<file path="src/hw/rtl/wpi_pkg.sv">
// shared widths, register indexes, codes and reset values of the wipe/push/iris pixel selector
package wpi_pkg;

  localparam int COORD_BITS_DEF = 12;

  localparam int CFG_INDEX_BITS = 4;
  localparam int CFG_DATA_BITS  = 16;

  localparam int MODE_BITS     = 3;
  localparam int PROG_BITS     = 14;
  localparam int DIMREG_BITS   = 13;
  localparam int PERMILLE_BITS = 10;
  localparam int THICK_BITS    = 8;
  localparam int COLOR_BITS    = 16;
  localparam int SEL_BITS      = 2;

  localparam int PROG_FULL     = 10000;
  localparam int PERMILLE_FULL = 1000;

  typedef enum logic [CFG_INDEX_BITS-1:0] {
    REG_MODE     = 4'd0,
    REG_PROGRESS = 4'd1,
    REG_WIDTH    = 4'd2,
    REG_HEIGHT   = 4'd3,
    REG_CENTER_X = 4'd4,
    REG_CENTER_Y = 4'd5,
    REG_THICK    = 4'd6,
    REG_COLOR    = 4'd7
  } reg_index_t;

  typedef enum logic [MODE_BITS-1:0] {
    MODE_IRIS    = 3'd0,
    MODE_SLIDE_H = 3'd1,
    MODE_SLIDE_V = 3'd2,
    MODE_PUSH_H  = 3'd3,
    MODE_PUSH_V  = 3'd4
  } mode_t;

  typedef enum logic [SEL_BITS-1:0] {
    SEL_A      = 2'd0,
    SEL_B      = 2'd1,
    SEL_BORDER = 2'd2
  } sel_t;

  localparam logic [PROG_BITS-1:0]     RST_PROGRESS = 14'd0;
  localparam logic [DIMREG_BITS-1:0]   RST_WIDTH    = 13'd640;
  localparam logic [DIMREG_BITS-1:0]   RST_HEIGHT   = 13'd480;
  localparam logic [PERMILLE_BITS-1:0] RST_CENTER   = 10'd500;
  localparam logic [THICK_BITS-1:0]    RST_THICK    = 8'd2;
  localparam logic [COLOR_BITS-1:0]    RST_COLOR    = 16'd0;

endpackage

</file>
<file path="src/hw/rtl/wpi_cfg_if.sv">
// configuration write channel: register index and data with valid/ready
interface wpi_cfg_if;
  logic                               valid;
  logic                               ready;
  logic [wpi_pkg::CFG_INDEX_BITS-1:0] index;
  logic [wpi_pkg::CFG_DATA_BITS-1:0]  data;

  modport source(output valid, index, data, input ready);
  modport sink(input valid, index, data, output ready);
endinterface

</file>
<file path="src/hw/rtl/wpi_pixel_if.sv">
// destination pixel coordinate channel with valid/ready
interface wpi_pixel_if #(
  parameter int COORD_BITS = wpi_pkg::COORD_BITS_DEF
);
  logic                  valid;
  logic                  ready;
  logic [COORD_BITS-1:0] pixel_col;
  logic [COORD_BITS-1:0] pixel_row;

  modport source(output valid, pixel_col, pixel_row, input ready);
  modport sink(input valid, pixel_col, pixel_row, output ready);
endinterface

</file>
<file path="src/hw/rtl/wpi_result_if.sv">
// pixel source decision channel with valid/ready
interface wpi_result_if #(
  parameter int COORD_BITS = wpi_pkg::COORD_BITS_DEF
);
  logic                             valid;
  logic                             ready;
  logic [wpi_pkg::SEL_BITS-1:0]     source_select;
  logic [COORD_BITS-1:0]            source_col;
  logic [COORD_BITS-1:0]            source_row;
  logic [wpi_pkg::COLOR_BITS-1:0]   fill_pixel;

  modport source(output valid, source_select, source_col, source_row, fill_pixel, input ready);
  modport sink(input valid, source_select, source_col, source_row, fill_pixel, output ready);
endinterface

</file>
<file path="src/hw/rtl/wipe_push_iris_pixel_selector_top.sv">
// Transition pixel selector: one destination pixel per clock in, one source decision per clock
// out while the geometry sequencer is idle and no result is stalled. A pixel passes an input
// register, then the result register, which holds a stalled result while the next pixel waits
// in the input register. The frame geometry (iris centre, box origin and size, slide offsets)
// is worked out from the configuration registers by one shared multiplier and reciprocal-divide
// sequencer, six quantities by multiply, reciprocal and fix-up steps, then a finishing step;
// pixels.ready is low while it runs, after reset and every configuration write; cfg is always ready.
module wipe_push_iris_pixel_selector_top #(
  parameter int COORD_BITS = wpi_pkg::COORD_BITS_DEF
) (
  input  logic         clk,
  input  logic         rst,
  wpi_cfg_if.sink      cfg,
  wpi_pixel_if.sink    pixels,
  wpi_result_if.source results
);

  localparam int DIM_BITS  = COORD_BITS + 1;
  localparam int EXT_BITS  = DIM_BITS + 1;
  localparam int CMP_BITS  = (DIM_BITS > wpi_pkg::DIMREG_BITS) ? DIM_BITS : wpi_pkg::DIMREG_BITS;
  localparam int PROD_BITS = wpi_pkg::PROG_BITS + DIM_BITS;
  localparam int SHIFT     = PROD_BITS;

  localparam logic [PROD_BITS-1:0] RECIP_PROG =
    PROD_BITS'((64'd1 << SHIFT) / wpi_pkg::PROG_FULL);
  localparam logic [PROD_BITS-1:0] RECIP_PERMILLE =
    PROD_BITS'((64'd1 << SHIFT) / wpi_pkg::PERMILLE_FULL);

  typedef enum logic [2:0] {
    OP_CX, OP_CY, OP_BW, OP_BH, OP_BX, OP_BY, OP_FIN
  } op_t;

  typedef enum logic [1:0] {
    PH_MUL, PH_RECIP, PH_FIX
  } phase_t;

  // configuration registers
  wpi_pkg::mode_t                      transition_mode;
  logic [wpi_pkg::PROG_BITS-1:0]       progress;
  logic [wpi_pkg::DIMREG_BITS-1:0]     frame_width;
  logic [wpi_pkg::DIMREG_BITS-1:0]     frame_height;
  logic [wpi_pkg::PERMILLE_BITS-1:0]   center_x_permille;
  logic [wpi_pkg::PERMILLE_BITS-1:0]   center_y_permille;
  logic [wpi_pkg::THICK_BITS-1:0]      border_thickness;
  logic [wpi_pkg::COLOR_BITS-1:0]      border_color;

  logic cfg_fire;

  // saturated views
  logic [DIM_BITS-1:0]               w_dim;
  logic [DIM_BITS-1:0]               h_dim;
  logic [wpi_pkg::PROG_BITS-1:0]     p_sat;
  logic [wpi_pkg::PERMILLE_BITS-1:0] cx_sat;
  logic [wpi_pkg::PERMILLE_BITS-1:0] cy_sat;

  // geometry sequencer
  logic                          busy;
  op_t                           op;
  phase_t                        phase;
  logic [PROD_BITS-1:0]          prod;
  logic [PROD_BITS-1:0]          quot_est;
  logic [wpi_pkg::PROG_BITS-1:0] mul_a;
  logic [DIM_BITS-1:0]           mul_b;
  logic                          div_permille;
  logic [PROD_BITS-1:0]          prod_next;
  logic [PROD_BITS-1:0]          recip;
  logic [2*PROD_BITS-1:0]        recip_prod;
  logic [PROD_BITS:0]            back_mul;
  logic [PROD_BITS:0]            back_next;
  logic [PROD_BITS-1:0]          quot_fix;

  logic [DIM_BITS-1:0] cx_pos;
  logic [DIM_BITS-1:0] cy_pos;
  logic [DIM_BITS-1:0] box_w;
  logic [DIM_BITS-1:0] box_h;
  logic [DIM_BITS-1:0] box_x;
  logic [DIM_BITS-1:0] box_y;
  logic [DIM_BITS-1:0] x_end;
  logic [DIM_BITS-1:0] y_end;
  logic [EXT_BITS-1:0] x_lo;
  logic [EXT_BITS-1:0] y_lo;
  logic [DIM_BITS-1:0] w_rem;
  logic [DIM_BITS-1:0] h_rem;

  // pixel pipeline
  logic                  s1_valid;
  logic [COORD_BITS-1:0] col_r;
  logic [COORD_BITS-1:0] row_r;
  logic                  out_valid;
  logic                  adv_out;
  logic                  adv_s1;
  logic                  in_fire;

  wpi_pkg::sel_t                   out_sel;
  logic [COORD_BITS-1:0]           out_col;
  logic [COORD_BITS-1:0]           out_row;
  logic [wpi_pkg::COLOR_BITS-1:0]  out_fill;

  wpi_pkg::sel_t         sel_c;
  logic [COORD_BITS-1:0] sc_c;
  logic [COORD_BITS-1:0] sr_c;
  logic [DIM_BITS-1:0]   col_d;
  logic [DIM_BITS-1:0]   row_d;
  logic [EXT_BITS-1:0]   col_e;
  logic [EXT_BITS-1:0]   row_e;
  logic [EXT_BITS-1:0]   t_e;
  logic                  in_frame;
  logic                  in_box;
  logic                  on_band;

  function automatic logic [DIM_BITS-1:0] clamp_dim(input logic [wpi_pkg::DIMREG_BITS-1:0] v);
    logic [CMP_BITS-1:0] ext;
    logic [CMP_BITS-1:0] top;
    ext = CMP_BITS'(v);
    top = CMP_BITS'(1) << COORD_BITS;
    if (ext == '0) begin
      clamp_dim = DIM_BITS'(1);
    end else if (ext > top) begin
      clamp_dim = DIM_BITS'(top);
    end else begin
      clamp_dim = DIM_BITS'(ext);
    end
  endfunction

  // configuration port
  assign cfg.ready = 1'b1;
  assign cfg_fire  = cfg.valid && cfg.ready;

  always_ff @(posedge clk) begin
    if (rst) begin
      transition_mode   <= wpi_pkg::MODE_IRIS;
      progress          <= wpi_pkg::RST_PROGRESS;
      frame_width       <= wpi_pkg::RST_WIDTH;
      frame_height      <= wpi_pkg::RST_HEIGHT;
      center_x_permille <= wpi_pkg::RST_CENTER;
      center_y_permille <= wpi_pkg::RST_CENTER;
      border_thickness  <= wpi_pkg::RST_THICK;
      border_color      <= wpi_pkg::RST_COLOR;
    end else if (cfg_fire) begin
      case (wpi_pkg::reg_index_t'(cfg.index))
        wpi_pkg::REG_MODE: begin
          transition_mode <= wpi_pkg::mode_t'(cfg.data[wpi_pkg::MODE_BITS-1:0]);
        end
        wpi_pkg::REG_PROGRESS: progress <= cfg.data[wpi_pkg::PROG_BITS-1:0];
        wpi_pkg::REG_WIDTH:    frame_width <= cfg.data[wpi_pkg::DIMREG_BITS-1:0];
        wpi_pkg::REG_HEIGHT:   frame_height <= cfg.data[wpi_pkg::DIMREG_BITS-1:0];
        wpi_pkg::REG_CENTER_X: center_x_permille <= cfg.data[wpi_pkg::PERMILLE_BITS-1:0];
        wpi_pkg::REG_CENTER_Y: center_y_permille <= cfg.data[wpi_pkg::PERMILLE_BITS-1:0];
        wpi_pkg::REG_THICK:    border_thickness <= cfg.data[wpi_pkg::THICK_BITS-1:0];
        wpi_pkg::REG_COLOR:    border_color <= cfg.data[wpi_pkg::COLOR_BITS-1:0];
        default: ;
      endcase
    end
  end

  always_comb begin
    w_dim  = clamp_dim(frame_width);
    h_dim  = clamp_dim(frame_height);
    p_sat  = (progress > wpi_pkg::PROG_BITS'(wpi_pkg::PROG_FULL)) ?
             wpi_pkg::PROG_BITS'(wpi_pkg::PROG_FULL) : progress;
    cx_sat = (center_x_permille > wpi_pkg::PERMILLE_BITS'(wpi_pkg::PERMILLE_FULL)) ?
             wpi_pkg::PERMILLE_BITS'(wpi_pkg::PERMILLE_FULL) : center_x_permille;
    cy_sat = (center_y_permille > wpi_pkg::PERMILLE_BITS'(wpi_pkg::PERMILLE_FULL)) ?
             wpi_pkg::PERMILLE_BITS'(wpi_pkg::PERMILLE_FULL) : center_y_permille;
  end

  // operand select for the shared multiply / divide-by-constant unit
  always_comb begin
    mul_a        = '0;
    mul_b        = '0;
    div_permille = 1'b0;
    case (op)
      OP_CX: begin
        mul_a        = wpi_pkg::PROG_BITS'(cx_sat);
        mul_b        = w_dim;
        div_permille = 1'b1;
      end
      OP_CY: begin
        mul_a        = wpi_pkg::PROG_BITS'(cy_sat);
        mul_b        = h_dim;
        div_permille = 1'b1;
      end
      OP_BW: begin
        mul_a = p_sat;
        mul_b = w_dim;
      end
      OP_BH: begin
        mul_a = p_sat;
        mul_b = h_dim;
      end
      OP_BX: begin
        mul_a = wpi_pkg::PROG_BITS'(wpi_pkg::PROG_FULL) - p_sat;
        mul_b = cx_pos;
      end
      OP_BY: begin
        mul_a = wpi_pkg::PROG_BITS'(wpi_pkg::PROG_FULL) - p_sat;
        mul_b = cy_pos;
      end
      default: ;
    endcase
  end

  assign prod_next  = PROD_BITS'(mul_a) * PROD_BITS'(mul_b);
  assign recip      = div_permille ? RECIP_PERMILLE : RECIP_PROG;
  assign recip_prod = (2 * PROD_BITS)'(prod) * (2 * PROD_BITS)'(recip);

  // the floor reciprocal undershoots by at most one: bump when one more divisor still fits
  always_comb begin
    if (div_permille) begin
      back_mul  = (PROD_BITS + 1)'(quot_est) * (PROD_BITS + 1)'(wpi_pkg::PERMILLE_FULL);
      back_next = back_mul + (PROD_BITS + 1)'(wpi_pkg::PERMILLE_FULL);
    end else begin
      back_mul  = (PROD_BITS + 1)'(quot_est) * (PROD_BITS + 1)'(wpi_pkg::PROG_FULL);
      back_next = back_mul + (PROD_BITS + 1)'(wpi_pkg::PROG_FULL);
    end
    quot_fix = quot_est + PROD_BITS'(back_next <= (PROD_BITS + 1)'(prod));
  end

  always_ff @(posedge clk) begin
    if (rst) begin
      busy  <= 1'b1;
      op    <= OP_CX;
      phase <= PH_MUL;
    end else if (cfg_fire) begin
      busy  <= 1'b1;
      op    <= OP_CX;
      phase <= PH_MUL;
    end else if (busy) begin
      if (op == OP_FIN) begin
        x_end <= box_x + box_w;
        y_end <= box_y + box_h;
        x_lo  <= EXT_BITS'(box_x) + EXT_BITS'(border_thickness);
        y_lo  <= EXT_BITS'(box_y) + EXT_BITS'(border_thickness);
        w_rem <= w_dim - box_w;
        h_rem <= h_dim - box_h;
        busy  <= 1'b0;
      end else begin
        case (phase)
          PH_MUL: begin
            prod  <= prod_next;
            phase <= PH_RECIP;
          end
          PH_RECIP: begin
            quot_est <= recip_prod[2*PROD_BITS-1:SHIFT];
            phase    <= PH_FIX;
          end
          PH_FIX: begin
            phase <= PH_MUL;
            case (op)
              OP_CX: begin
                cx_pos <= quot_fix[DIM_BITS-1:0];
                op     <= OP_CY;
              end
              OP_CY: begin
                cy_pos <= quot_fix[DIM_BITS-1:0];
                op     <= OP_BW;
              end
              OP_BW: begin
                box_w <= quot_fix[DIM_BITS-1:0];
                op    <= OP_BH;
              end
              OP_BH: begin
                box_h <= quot_fix[DIM_BITS-1:0];
                op    <= OP_BX;
              end
              OP_BX: begin
                box_x <= quot_fix[DIM_BITS-1:0];
                op    <= OP_BY;
              end
              OP_BY: begin
                box_y <= quot_fix[DIM_BITS-1:0];
                op    <= OP_FIN;
              end
              default: op <= OP_FIN;
            endcase
          end
          default: phase <= PH_MUL;
        endcase
      end
    end
  end

  // pixel pipeline handshake
  assign adv_out      = !out_valid || results.ready;
  assign adv_s1       = !s1_valid || adv_out;
  assign pixels.ready = adv_s1 && !busy;
  assign in_fire      = pixels.valid && pixels.ready;

  always_ff @(posedge clk) begin
    if (rst) begin
      s1_valid  <= 1'b0;
      out_valid <= 1'b0;
    end else begin
      if (adv_s1) begin
        s1_valid <= in_fire;
      end
      if (adv_out) begin
        out_valid <= s1_valid;
      end
    end
  end

  // per-pixel decision
  always_comb begin
    col_d    = DIM_BITS'(col_r);
    row_d    = DIM_BITS'(row_r);
    col_e    = EXT_BITS'(col_r);
    row_e    = EXT_BITS'(row_r);
    t_e      = EXT_BITS'(border_thickness);
    in_frame = (col_d < w_dim) && (row_d < h_dim);
    in_box   = (box_w != '0) && (box_h != '0) && (col_d >= box_x) && (col_d < x_end) &&
               (row_d >= box_y) && (row_d < y_end);
    on_band  = (col_e < x_lo) || (col_e + t_e >= EXT_BITS'(x_end)) ||
               (row_e < y_lo) || (row_e + t_e >= EXT_BITS'(y_end));
    sel_c    = wpi_pkg::SEL_A;
    sc_c     = col_r;
    sr_c     = row_r;
    if (in_frame) begin
      case (transition_mode)
        wpi_pkg::MODE_IRIS: begin
          if (in_box) begin
            if (on_band) begin
              sel_c = wpi_pkg::SEL_BORDER;
              sc_c  = '0;
              sr_c  = '0;
            end else begin
              sel_c = wpi_pkg::SEL_B;
            end
          end
        end
        wpi_pkg::MODE_SLIDE_H, wpi_pkg::MODE_PUSH_H: begin
          if (col_d < box_w) begin
            sel_c = wpi_pkg::SEL_B;
            sc_c  = COORD_BITS'(w_rem + col_d);
          end else if (transition_mode == wpi_pkg::MODE_PUSH_H) begin
            sc_c = COORD_BITS'(col_d - box_w);
          end
        end
        wpi_pkg::MODE_SLIDE_V, wpi_pkg::MODE_PUSH_V: begin
          if (row_d < box_h) begin
            sel_c = wpi_pkg::SEL_B;
            sr_c  = COORD_BITS'(h_rem + row_d);
          end else if (transition_mode == wpi_pkg::MODE_PUSH_V) begin
            sr_c = COORD_BITS'(row_d - box_h);
          end
        end
        default: ;
      endcase
    end
  end

  always_ff @(posedge clk) begin
    if (in_fire) begin
      col_r <= pixels.pixel_col;
      row_r <= pixels.pixel_row;
    end
    if (adv_out && s1_valid) begin
      out_sel  <= sel_c;
      out_col  <= sc_c;
      out_row  <= sr_c;
      out_fill <= (sel_c == wpi_pkg::SEL_BORDER) ? border_color : '0;
    end
  end

  assign results.valid         = out_valid;
  assign results.source_select = out_sel;
  assign results.source_col    = out_col;
  assign results.source_row    = out_row;
  assign results.fill_pixel    = out_fill;

endmodule

</file>
<file path="src/flat_wrapper.sv">
// flat-port wrapper written by rule: the top's interface ports become plain ports
module wipe_push_iris_pixel_selector_top_flat 
#(
  parameter int COORD_BITS = wpi_pkg::COORD_BITS_DEF
)
  (clk, rst, cfg_valid, cfg_index, cfg_data, cfg_ready, pixels_valid, pixels_pixel_col, pixels_pixel_row, pixels_ready, results_valid, results_source_select, results_source_col, results_source_row, results_fill_pixel, results_ready);
  wpi_cfg_if cfg_i ();
  wpi_pixel_if #(.COORD_BITS(COORD_BITS)) pixels_i ();
  wpi_result_if #(.COORD_BITS(COORD_BITS)) results_i ();
  input  logic clk;
  input  logic rst;
  input wire logic [$bits(cfg_i.valid)-1:0] cfg_valid;
  input wire logic [$bits(cfg_i.index)-1:0] cfg_index;
  input wire logic [$bits(cfg_i.data)-1:0] cfg_data;
  output wire logic [$bits(cfg_i.ready)-1:0] cfg_ready;
  input wire logic [$bits(pixels_i.valid)-1:0] pixels_valid;
  input wire logic [$bits(pixels_i.pixel_col)-1:0] pixels_pixel_col;
  input wire logic [$bits(pixels_i.pixel_row)-1:0] pixels_pixel_row;
  output wire logic [$bits(pixels_i.ready)-1:0] pixels_ready;
  output wire logic [$bits(results_i.valid)-1:0] results_valid;
  output wire logic [$bits(results_i.source_select)-1:0] results_source_select;
  output wire logic [$bits(results_i.source_col)-1:0] results_source_col;
  output wire logic [$bits(results_i.source_row)-1:0] results_source_row;
  output wire logic [$bits(results_i.fill_pixel)-1:0] results_fill_pixel;
  input wire logic [$bits(results_i.ready)-1:0] results_ready;
  assign cfg_i.valid = cfg_valid;
  assign cfg_i.index = cfg_index;
  assign cfg_i.data = cfg_data;
  assign cfg_ready = cfg_i.ready;
  assign pixels_i.valid = pixels_valid;
  assign pixels_i.pixel_col = pixels_pixel_col;
  assign pixels_i.pixel_row = pixels_pixel_row;
  assign pixels_ready = pixels_i.ready;
  assign results_valid = results_i.valid;
  assign results_source_select = results_i.source_select;
  assign results_source_col = results_i.source_col;
  assign results_source_row = results_i.source_row;
  assign results_fill_pixel = results_i.fill_pixel;
  assign results_i.ready = results_ready;
  wipe_push_iris_pixel_selector_top #(.COORD_BITS(COORD_BITS)) u_core (.clk(clk), .rst(rst), .cfg(cfg_i), .pixels(pixels_i), .results(results_i));
endmodule
</file>
<file path="config.mk">
export PLATFORM = sky130hd
export DESIGN_NAME = wipe_push_iris_pixel_selector_top_flat
export DESIGN_NICKNAME = d
export VERILOG_FILES = /design/src/hw/rtl/wpi_pkg.sv /design/src/hw/rtl/wpi_cfg_if.sv /design/src/hw/rtl/wpi_pixel_if.sv /design/src/hw/rtl/wpi_result_if.sv /design/src/hw/rtl/wipe_push_iris_pixel_selector_top.sv /design/src/flat_wrapper.sv
export SDC_FILE = /design/constraint.sdc
export NUM_CORES = 2
export LEC_CHECK = 0
export ABC_AREA = 1
export ABC_CLOCK_PERIOD_IN_PS = 11000
export BUFFER_PORTS_ARGS = -buffer_cell sky130_fd_sc_hd__buf_2
export CORE_ASPECT_RATIO = 1.25
export CORE_MARGIN = 2
export CORE_UTILIZATION = 66
export DETAILED_ROUTE_END_ITERATION = 10
export PLACE_DENSITY = 0.88
export SETUP_SLACK_MARGIN = 0.15
export SLEW_MARGIN = 15
export SYNTH_ARGS = -nofsm -noshare
export SYNTH_HDL_FRONTEND = slang
export SYNTH_SLANG_ARGS = --single-unit
</file>
<file path="constraint.sdc">
create_clock -name clk -period 11 [get_ports clk]
set_clock_uncertainty 0.1 [all_clocks]
set_input_delay 1.65 -clock clk [delete_from_list [all_inputs] [get_ports clk]]
set_output_delay 1.65 -clock clk [all_outputs]
set_load 0.01 [all_outputs]
</file>
-- Word-level counts from Yosys, hierarchy flattened
Index checks and enable logic that the tools add are counted.
- register bits: 371
- latch bits: 0
- RAM bits: 0
- memory bits (read-only): 0
- input port bits: 49
- output and inout bits: 45
- memories kept: 0
- $add $sub $neg: 16
- multipliers: 4
- divide/modulo/power cells: 0
- order comparisons: 18
- equal/unequal tests: 20
- shift-type cells: 0
- mux-type cells: 34
- bitwise gates (word level): 3
- reductions and logical operators: 52
- operator list (operator ; count):
    12-bit two-way mux ; 10
    12-bit by 13-bit less-than comparator with 1-bit output ; 6
    14-bit case mux with 4 select lines ; 1
    27-bit by 27-bit multiplier with 54-bit output ; 1
    13-bit two-way mux ; 4
    13-bit case mux with 4 select lines ; 1
    12-bit case mux with 2 select lines ; 2
    12-bit subtractor ; 4
    6-bit AND reduction ; 6
    13-bit by 8-bit adder with 14-bit output ; 2
    28-bit by 10-bit adder with 28-bit output (second input constant) ; 1
    28-bit by 14-bit adder with 28-bit output (second input constant) ; 1
    14-bit by 13-bit greater-or-equal comparator with 1-bit output ; 2
    28-bit by 27-bit <= comparator with 1-bit output ; 1
    12-bit by 14-bit less-than comparator with 1-bit output ; 2
    28-bit two-way mux ; 1
    14-bit by 13-bit multiplier with 27-bit output ; 1
    27-bit by 10-bit multiplier with 24-bit output (second input constant) ; 1
    27-bit by 7-bit multiplier with 25-bit output (second input constant) ; 1
    12-bit by 8-bit adder with 13-bit output ; 2
    13-bit adder ; 2
    12-bit by 13-bit greater-or-equal comparator with 1-bit output ; 2
    13-bit > comparator (second input constant) ; 2
    13-bit logical NOT ; 2
    34 further kinds ; 89

-- Longest topological paths before layout
- depth in word-level cells: 10
- depth in mapped cells: 43
- gate-level depth less buffers: 43

-- Least setup slack after synthesis
Ideal clock, no wire load.
- kind: input port to flip-flop
- start point: input port rst
- end point: register u_core.h_rem[0] (enable)
- library setup time: 0.706 ns
- data arrival time: 9.379 ns
- setup slack: 0.815 ns
- stages on the path: 3
- cell sequence: nor2_1 > inv_1 > nor4_1
- cells in the longest elaborated chain, start to end: 2
- RTL lines (what ; RTL line ; RTL):
    start, declared ; flat_wrapper.sv:11 ; input logic rst;
    1-bit NOT (no source line) ; - ;
    4-bit AND reduction (no source line) ; - ;
    end signal, assigned ; wipe_push_iris_pixel_selector_top.sv:235 ; h_rem <= h_dim - box_h;
    end, declared ; wipe_push_iris_pixel_selector_top.sv:83 ; logic [DIM_BITS-1:0] h_rem;
No other way between the ends.
A chain may end at the register's enable or synchronous reset.

-- Final worst setup path
- start point: register u_core.quot_est[0]
- end point: register u_core.box_x[8] (data pin)
- cells in the longest elaborated chain, start to end: 5
- elaborated cells on any way between the ends: 7
- classes of those cells: add/sub: 3; mul: 2; order compare: 1; mux: 1
- RTL lines (what ; RTL line ; RTL):
    start, declared ; wipe_push_iris_pixel_selector_top.sv:61 ; logic [PROD_BITS-1:0] quot_est;
    start signal, assigned ; wipe_push_iris_pixel_selector_top.sv:244 ; quot_est <= recip_prod[2*PROD_BITS-1:SHIFT];
    27-bit by 7-bit multiplier with 25-bit output or 27-bit by 10-bit multiplier with 24-bit output (tied branches) ; wipe_push_iris_pixel_selector_top.sv:210, wipe_push_iris_pixel_selector_top.sv:213 ;
    28-bit by 10-bit adder with 28-bit output or 28-bit by 14-bit adder with 28-bit output (tied branches) ; wipe_push_iris_pixel_selector_top.sv:211, wipe_push_iris_pixel_selector_top.sv:214 ;
    28-bit two-way mux ; wipe_push_iris_pixel_selector_top.sv:209 ; if (div_permille) begin
    28-bit by 27-bit <= comparator with 1-bit output ; wipe_push_iris_pixel_selector_top.sv:216 ; quot_fix = quot_est + PROD_BITS'(back_next <= (PROD_BITS + 1)'(prod));
    13-bit by 1-bit adder with 13-bit output (*) ; wipe_push_iris_pixel_selector_top.sv:216 ;
    net u_core.quot_fix[8] ; wipe_push_iris_pixel_selector_top.sv:70 ; logic [PROD_BITS-1:0] quot_fix;
    end signal, assigned ; wipe_push_iris_pixel_selector_top.sv:267 ; box_x <= quot_fix[DIM_BITS-1:0];
    end, declared ; wipe_push_iris_pixel_selector_top.sv:76 ; logic [DIM_BITS-1:0] box_x;
The timed path passes the listed nets; every way through them passes the cells marked *.

==> run summary <==
STA puts the critical path data required time at 11.19 ns. The transition time of the tightest slew-check pin came out at 1.14 ns. The worst path uses 79.1% of the clock period. The tree built by TritonCTS fans out to 363 sinks. The count of hold buffers inserted by post-cts repair was 0; the via density per instance was 5.90. The first TritonRoute pass finished after 9 iterations. The run gives 0 ns as the setup TNS after final layout. The number of setup violations in the final report was 0. Timing would allow up to 0.115 GHz. Initial antenna violation count: 1.

For the headroom to the max-slew limit, the log shows 23.5%. Buffers added to address setup during post-CTS repair amount to 0. The tools report the total I/O pin count as 94. The number of cell rows came out at 107. In the routed design, unresolved DRC markers number 0.

The number of cell instances on the worst register-to-register path was 36; the net count after synthesis was 6687. The run gives 0 as the number of endpoints with negative hold slack in the final report. The wire length of the first global-routing pass came out at 204000 um. Setup repair after global routing left no endpoint under its margin. No sink is reached through more buffers than the 3 on the longest clock path. Critical path endpoint category: a register.

The H-tree was split into 2 levels. In this run the standard cell core region covers 0.0681 mm^2. The all-layer global routing usage is 36.6%, and the register area share after synthesis is 21.9%. The cell count after synthesis came out at 5542. Summing over every cut layer, the via total after detailed routing is 38525. Detailed placement finished with a half-perimeter wire length of 103000 um.

The clock latency on the worst-skew pair is 0.60 ns. The worst hold-check path type is register to register. The first-iteration detailed-routing DRC count was 3031. In this design, the stage delay of the slowest critical-path cell is 0.63 ns. The proportion of layout cells with a drive suffix above 1 is 4.21%.

In this run the mean area of a mapped cell was 8.18 um^2. The final layout contains routed wiring with a total length of 127000 um. The run gives 0 as the total number of yosys warnings.

The worst path in the final design needs a cycle of 8.70 ns, including I/O delays and setup. By instance count, the cell type seen most on the critical path is sky130_fd_sc_hd__nand2_1. Synthesis inferred 363 register bits. The final number of max-transition violations is 0, and the port buffer count is 92. The via count of the first global-routing pass is 39827, and the number of maximum-capacitance constraint violations is 0. The element type at the critical path start is a register. The primary flip-flop cell chosen by synthesis mapping is sky130_fd_sc_hd__edfxtp_1. The run gives 0 as the post-route antenna net violation count.

The maximum fanout along the worst path is 11. The die covers 0.0708 mm^2. In this run, synthesis inferred 268 flip-flops with an integrated enable. The number of clock buffers added by TritonCTS is 38. Among all stages on the critical path, the largest delay is contributed by sky130_fd_sc_hd__xor2_1. The number of gates resized after CTS was 0.

Once the floorplan was initialized, standard cells occupied 66.5% of the core. TritonCTS built the clock tree. The run gives 0 as the number of inserted diodes. After detailed routing, the average wire length per cell comes to 19.4 um. The netlist area before placement was 0.0453 mm^2. The worst hold path was traced through 2 stages. The cell sitting at the root of the clock tree is a sky130_fd_sc_hd__clkbuf_16. At the end of the flow, the number of nets in the layout was 6774. The final worst hold slack is 0.355 ns, and the fraction of synthesis flops using an asynchronous set or reset pin is 0%.

The clock-pin slew on the worst setup and hold paths is 0.06 ns. Largest net degree at the start of global routing: 79. The total overflow left after global routing is 0. Relative to the synthesized area, the layout overhead comes to 6.28%.

The die is 238 um wide. The number of different library cells used by synthesis comes to 62. The congestion estimate from routability-driven global placement came to 1.01. The worst endpoint data arrival time is 8.89 ns, and the y dimension of the die is 297 um.

The startpoint-to-endpoint class of the critical path is register to register. The flow ran to the end, and the final reports show no timing, DRC or antenna violations.
## final cells by class
cell class | count | area (um^2)
clock buffers | 45 | 1030
clock inverters | 24 | 294
fillers | 5128 | 20000
inverters | 1251 | 4700
multi-input cells | 3856 | 30500
flip-flops and latches | 363 | 9950
well taps | 872 | 1090
repair buffers | 119 | 663
## synth_stat cells (4+ instances only)
cell type,count,area [um^2]
sky130_fd_sc_hd__nand4_1,59,369
sky130_fd_sc_hd__a21o_1,15,113
sky130_fd_sc_hd__nand3_2,4,40.0
sky130_fd_sc_hd__a21oi_1,382,1910
sky130_fd_sc_hd__nand2_2,9,56.3
sky130_fd_sc_hd__nand3b_1,11,82.6
sky130_fd_sc_hd__nor2_2,4,25.0
sky130_fd_sc_hd__o21a_1,12,90.1
sky130_fd_sc_hd__a21boi_0,9,67.6
sky130_fd_sc_hd__clkbuf_1,50,188
sky130_fd_sc_hd__nand3_1,212,1060
sky130_fd_sc_hd__clkinv_1,6,22.5
sky130_fd_sc_hd__o21ai_0,241,1210
sky130_fd_sc_hd__o221ai_1,10,87.6
sky130_fd_sc_hd__dfxtp_1,95,1900
sky130_fd_sc_hd__nor2_1,449,1690
sky130_fd_sc_hd__o22ai_1,9,56.3
sky130_fd_sc_hd__o21bai_1,17,128
sky130_fd_sc_hd__o211ai_1,25,188
sky130_fd_sc_hd__buf_2,18,90.1
sky130_fd_sc_hd__edfxtp_1,268,8050
sky130_fd_sc_hd__nor4_1,23,144
sky130_fd_sc_hd__a31oi_1,19,119
sky130_fd_sc_hd__o31ai_1,11,82.6
sky130_fd_sc_hd__xnor2_1,66,578
sky130_fd_sc_hd__fa_1,421,8430
sky130_fd_sc_hd__xor2_1,128,1120
sky130_fd_sc_hd__or2_2,9,56.3
sky130_fd_sc_hd__inv_1,1244,4670
sky130_fd_sc_hd__nand2_1,933,3500
sky130_fd_sc_hd__a211oi_1,10,75.1
sky130_fd_sc_hd__ha_1,675,8450
sky130_fd_sc_hd__nor3_1,48,240
## path summary, 6_finish.rpt
kind,to,start,slack [ns]
worst max-delay path,u_core.box_x[8]$_DFFE_PP_,u_core.quot_est[0]$_DFFE_PP_,2.30
worst min-delay path,u_core.border_color[4]$_SDFFE_PP0P_,u_core.border_color[4]$_SDFFE_PP0P_,0.35
worst max register to register,u_core.box_x[8]$_DFFE_PP_,u_core.quot_est[0]$_DFFE_PP_,2.30
worst min register to register,u_core.border_color[4]$_SDFFE_PP0P_,u_core.border_color[4]$_SDFFE_PP0P_,0.35
## worst max-delay path, delay by kind of cell (launching register included)
family	cells	cell delay [ns]
adder cells (fa/ha/maj)	8	3.21
AO/OA/AOI/OAI	3	0.46
buffers and inverters	6	0.51
AND/OR/NAND/NOR	17	2.59
XOR/XNOR	2	0.90
flip-flops	1	0.61
## cell usage in the layout (no fill, tap or decap), drive strengths merged, types with 20 or more instances in the layout
cell type	count
a21oi	383
a31oi	20
buf	119
clkbuf	45
dfxtp	95
edfxtp	268
fa	421
ha	675
inv	1253
nand2	942
nand3	216
nand4	59
nor2	455
nor3	50
nor4	26
o211ai	25
o21ai	247
xnor2	66
xor2	129
## kinds of logic (layout without fill, tap and decap cells)
| group | count (synthesis) | after routing | share of synthesized area, % |
|---|---|---|---|
| AO/OA/AOI/OAI | 789 | 789 | 9.68 |
| adder cells (fa/ha/maj) | 1096 | 1096 | 37.2 |
| other | 2 | 2 | 0.0166 |
| XOR/XNOR | 195 | 195 | 3.78 |
| AND/OR/NAND/NOR | 1774 | 1774 | 16.3 |
| buffers and inverters | 1323 | 1439 | 11.0 |
| flip-flops | 363 | 363 | 21.9 |
## metal layers
metal / global-route usage [%] / vias up / part of all wire [%]
met5: 0 / - / 0.0095
li1: - / 17960 / -
met1: 40.6 / 18021 / 35
met2: 63.1 / 1839 / 49
met3: 6.34 / 703 / 7.4
met4: 26.9 / 2 / 9.1
## through the flow
stage / utilization, % / setup slack, ns / cell area [um^2] / std cells
final: 70.7 / 2.30 / 48200 / 6530
after global routing: 70.7 / 1.72 / 48200 / 6530
after CTS: 70.7 / 2.48 / 48200 / 6530
after detailed placement: 68.8 / 2.56 / 46900 / 6461
after global placement: 68.8 / 2.80 / 46900 / 6461
after floorplan: - / 0.815 / 45300 / 5542
## flip-flops by register name, summed over array words and instances, names as in the netlist, 14 cells and up
| signal | flops |
|---|---|
| u_core.prod | 27 |
| u_core.quot_est | 19 |
| u_core.border_color | 16 |
| u_core.results.fill_pixel | 16 |
| u_core.progress | 14 |
| u_core.x_lo | 14 |
| u_core.y_lo | 14 |
Power is not shown: default switching activity piles up to over one toggle a cycle in this logic, so the estimate is an artifact.
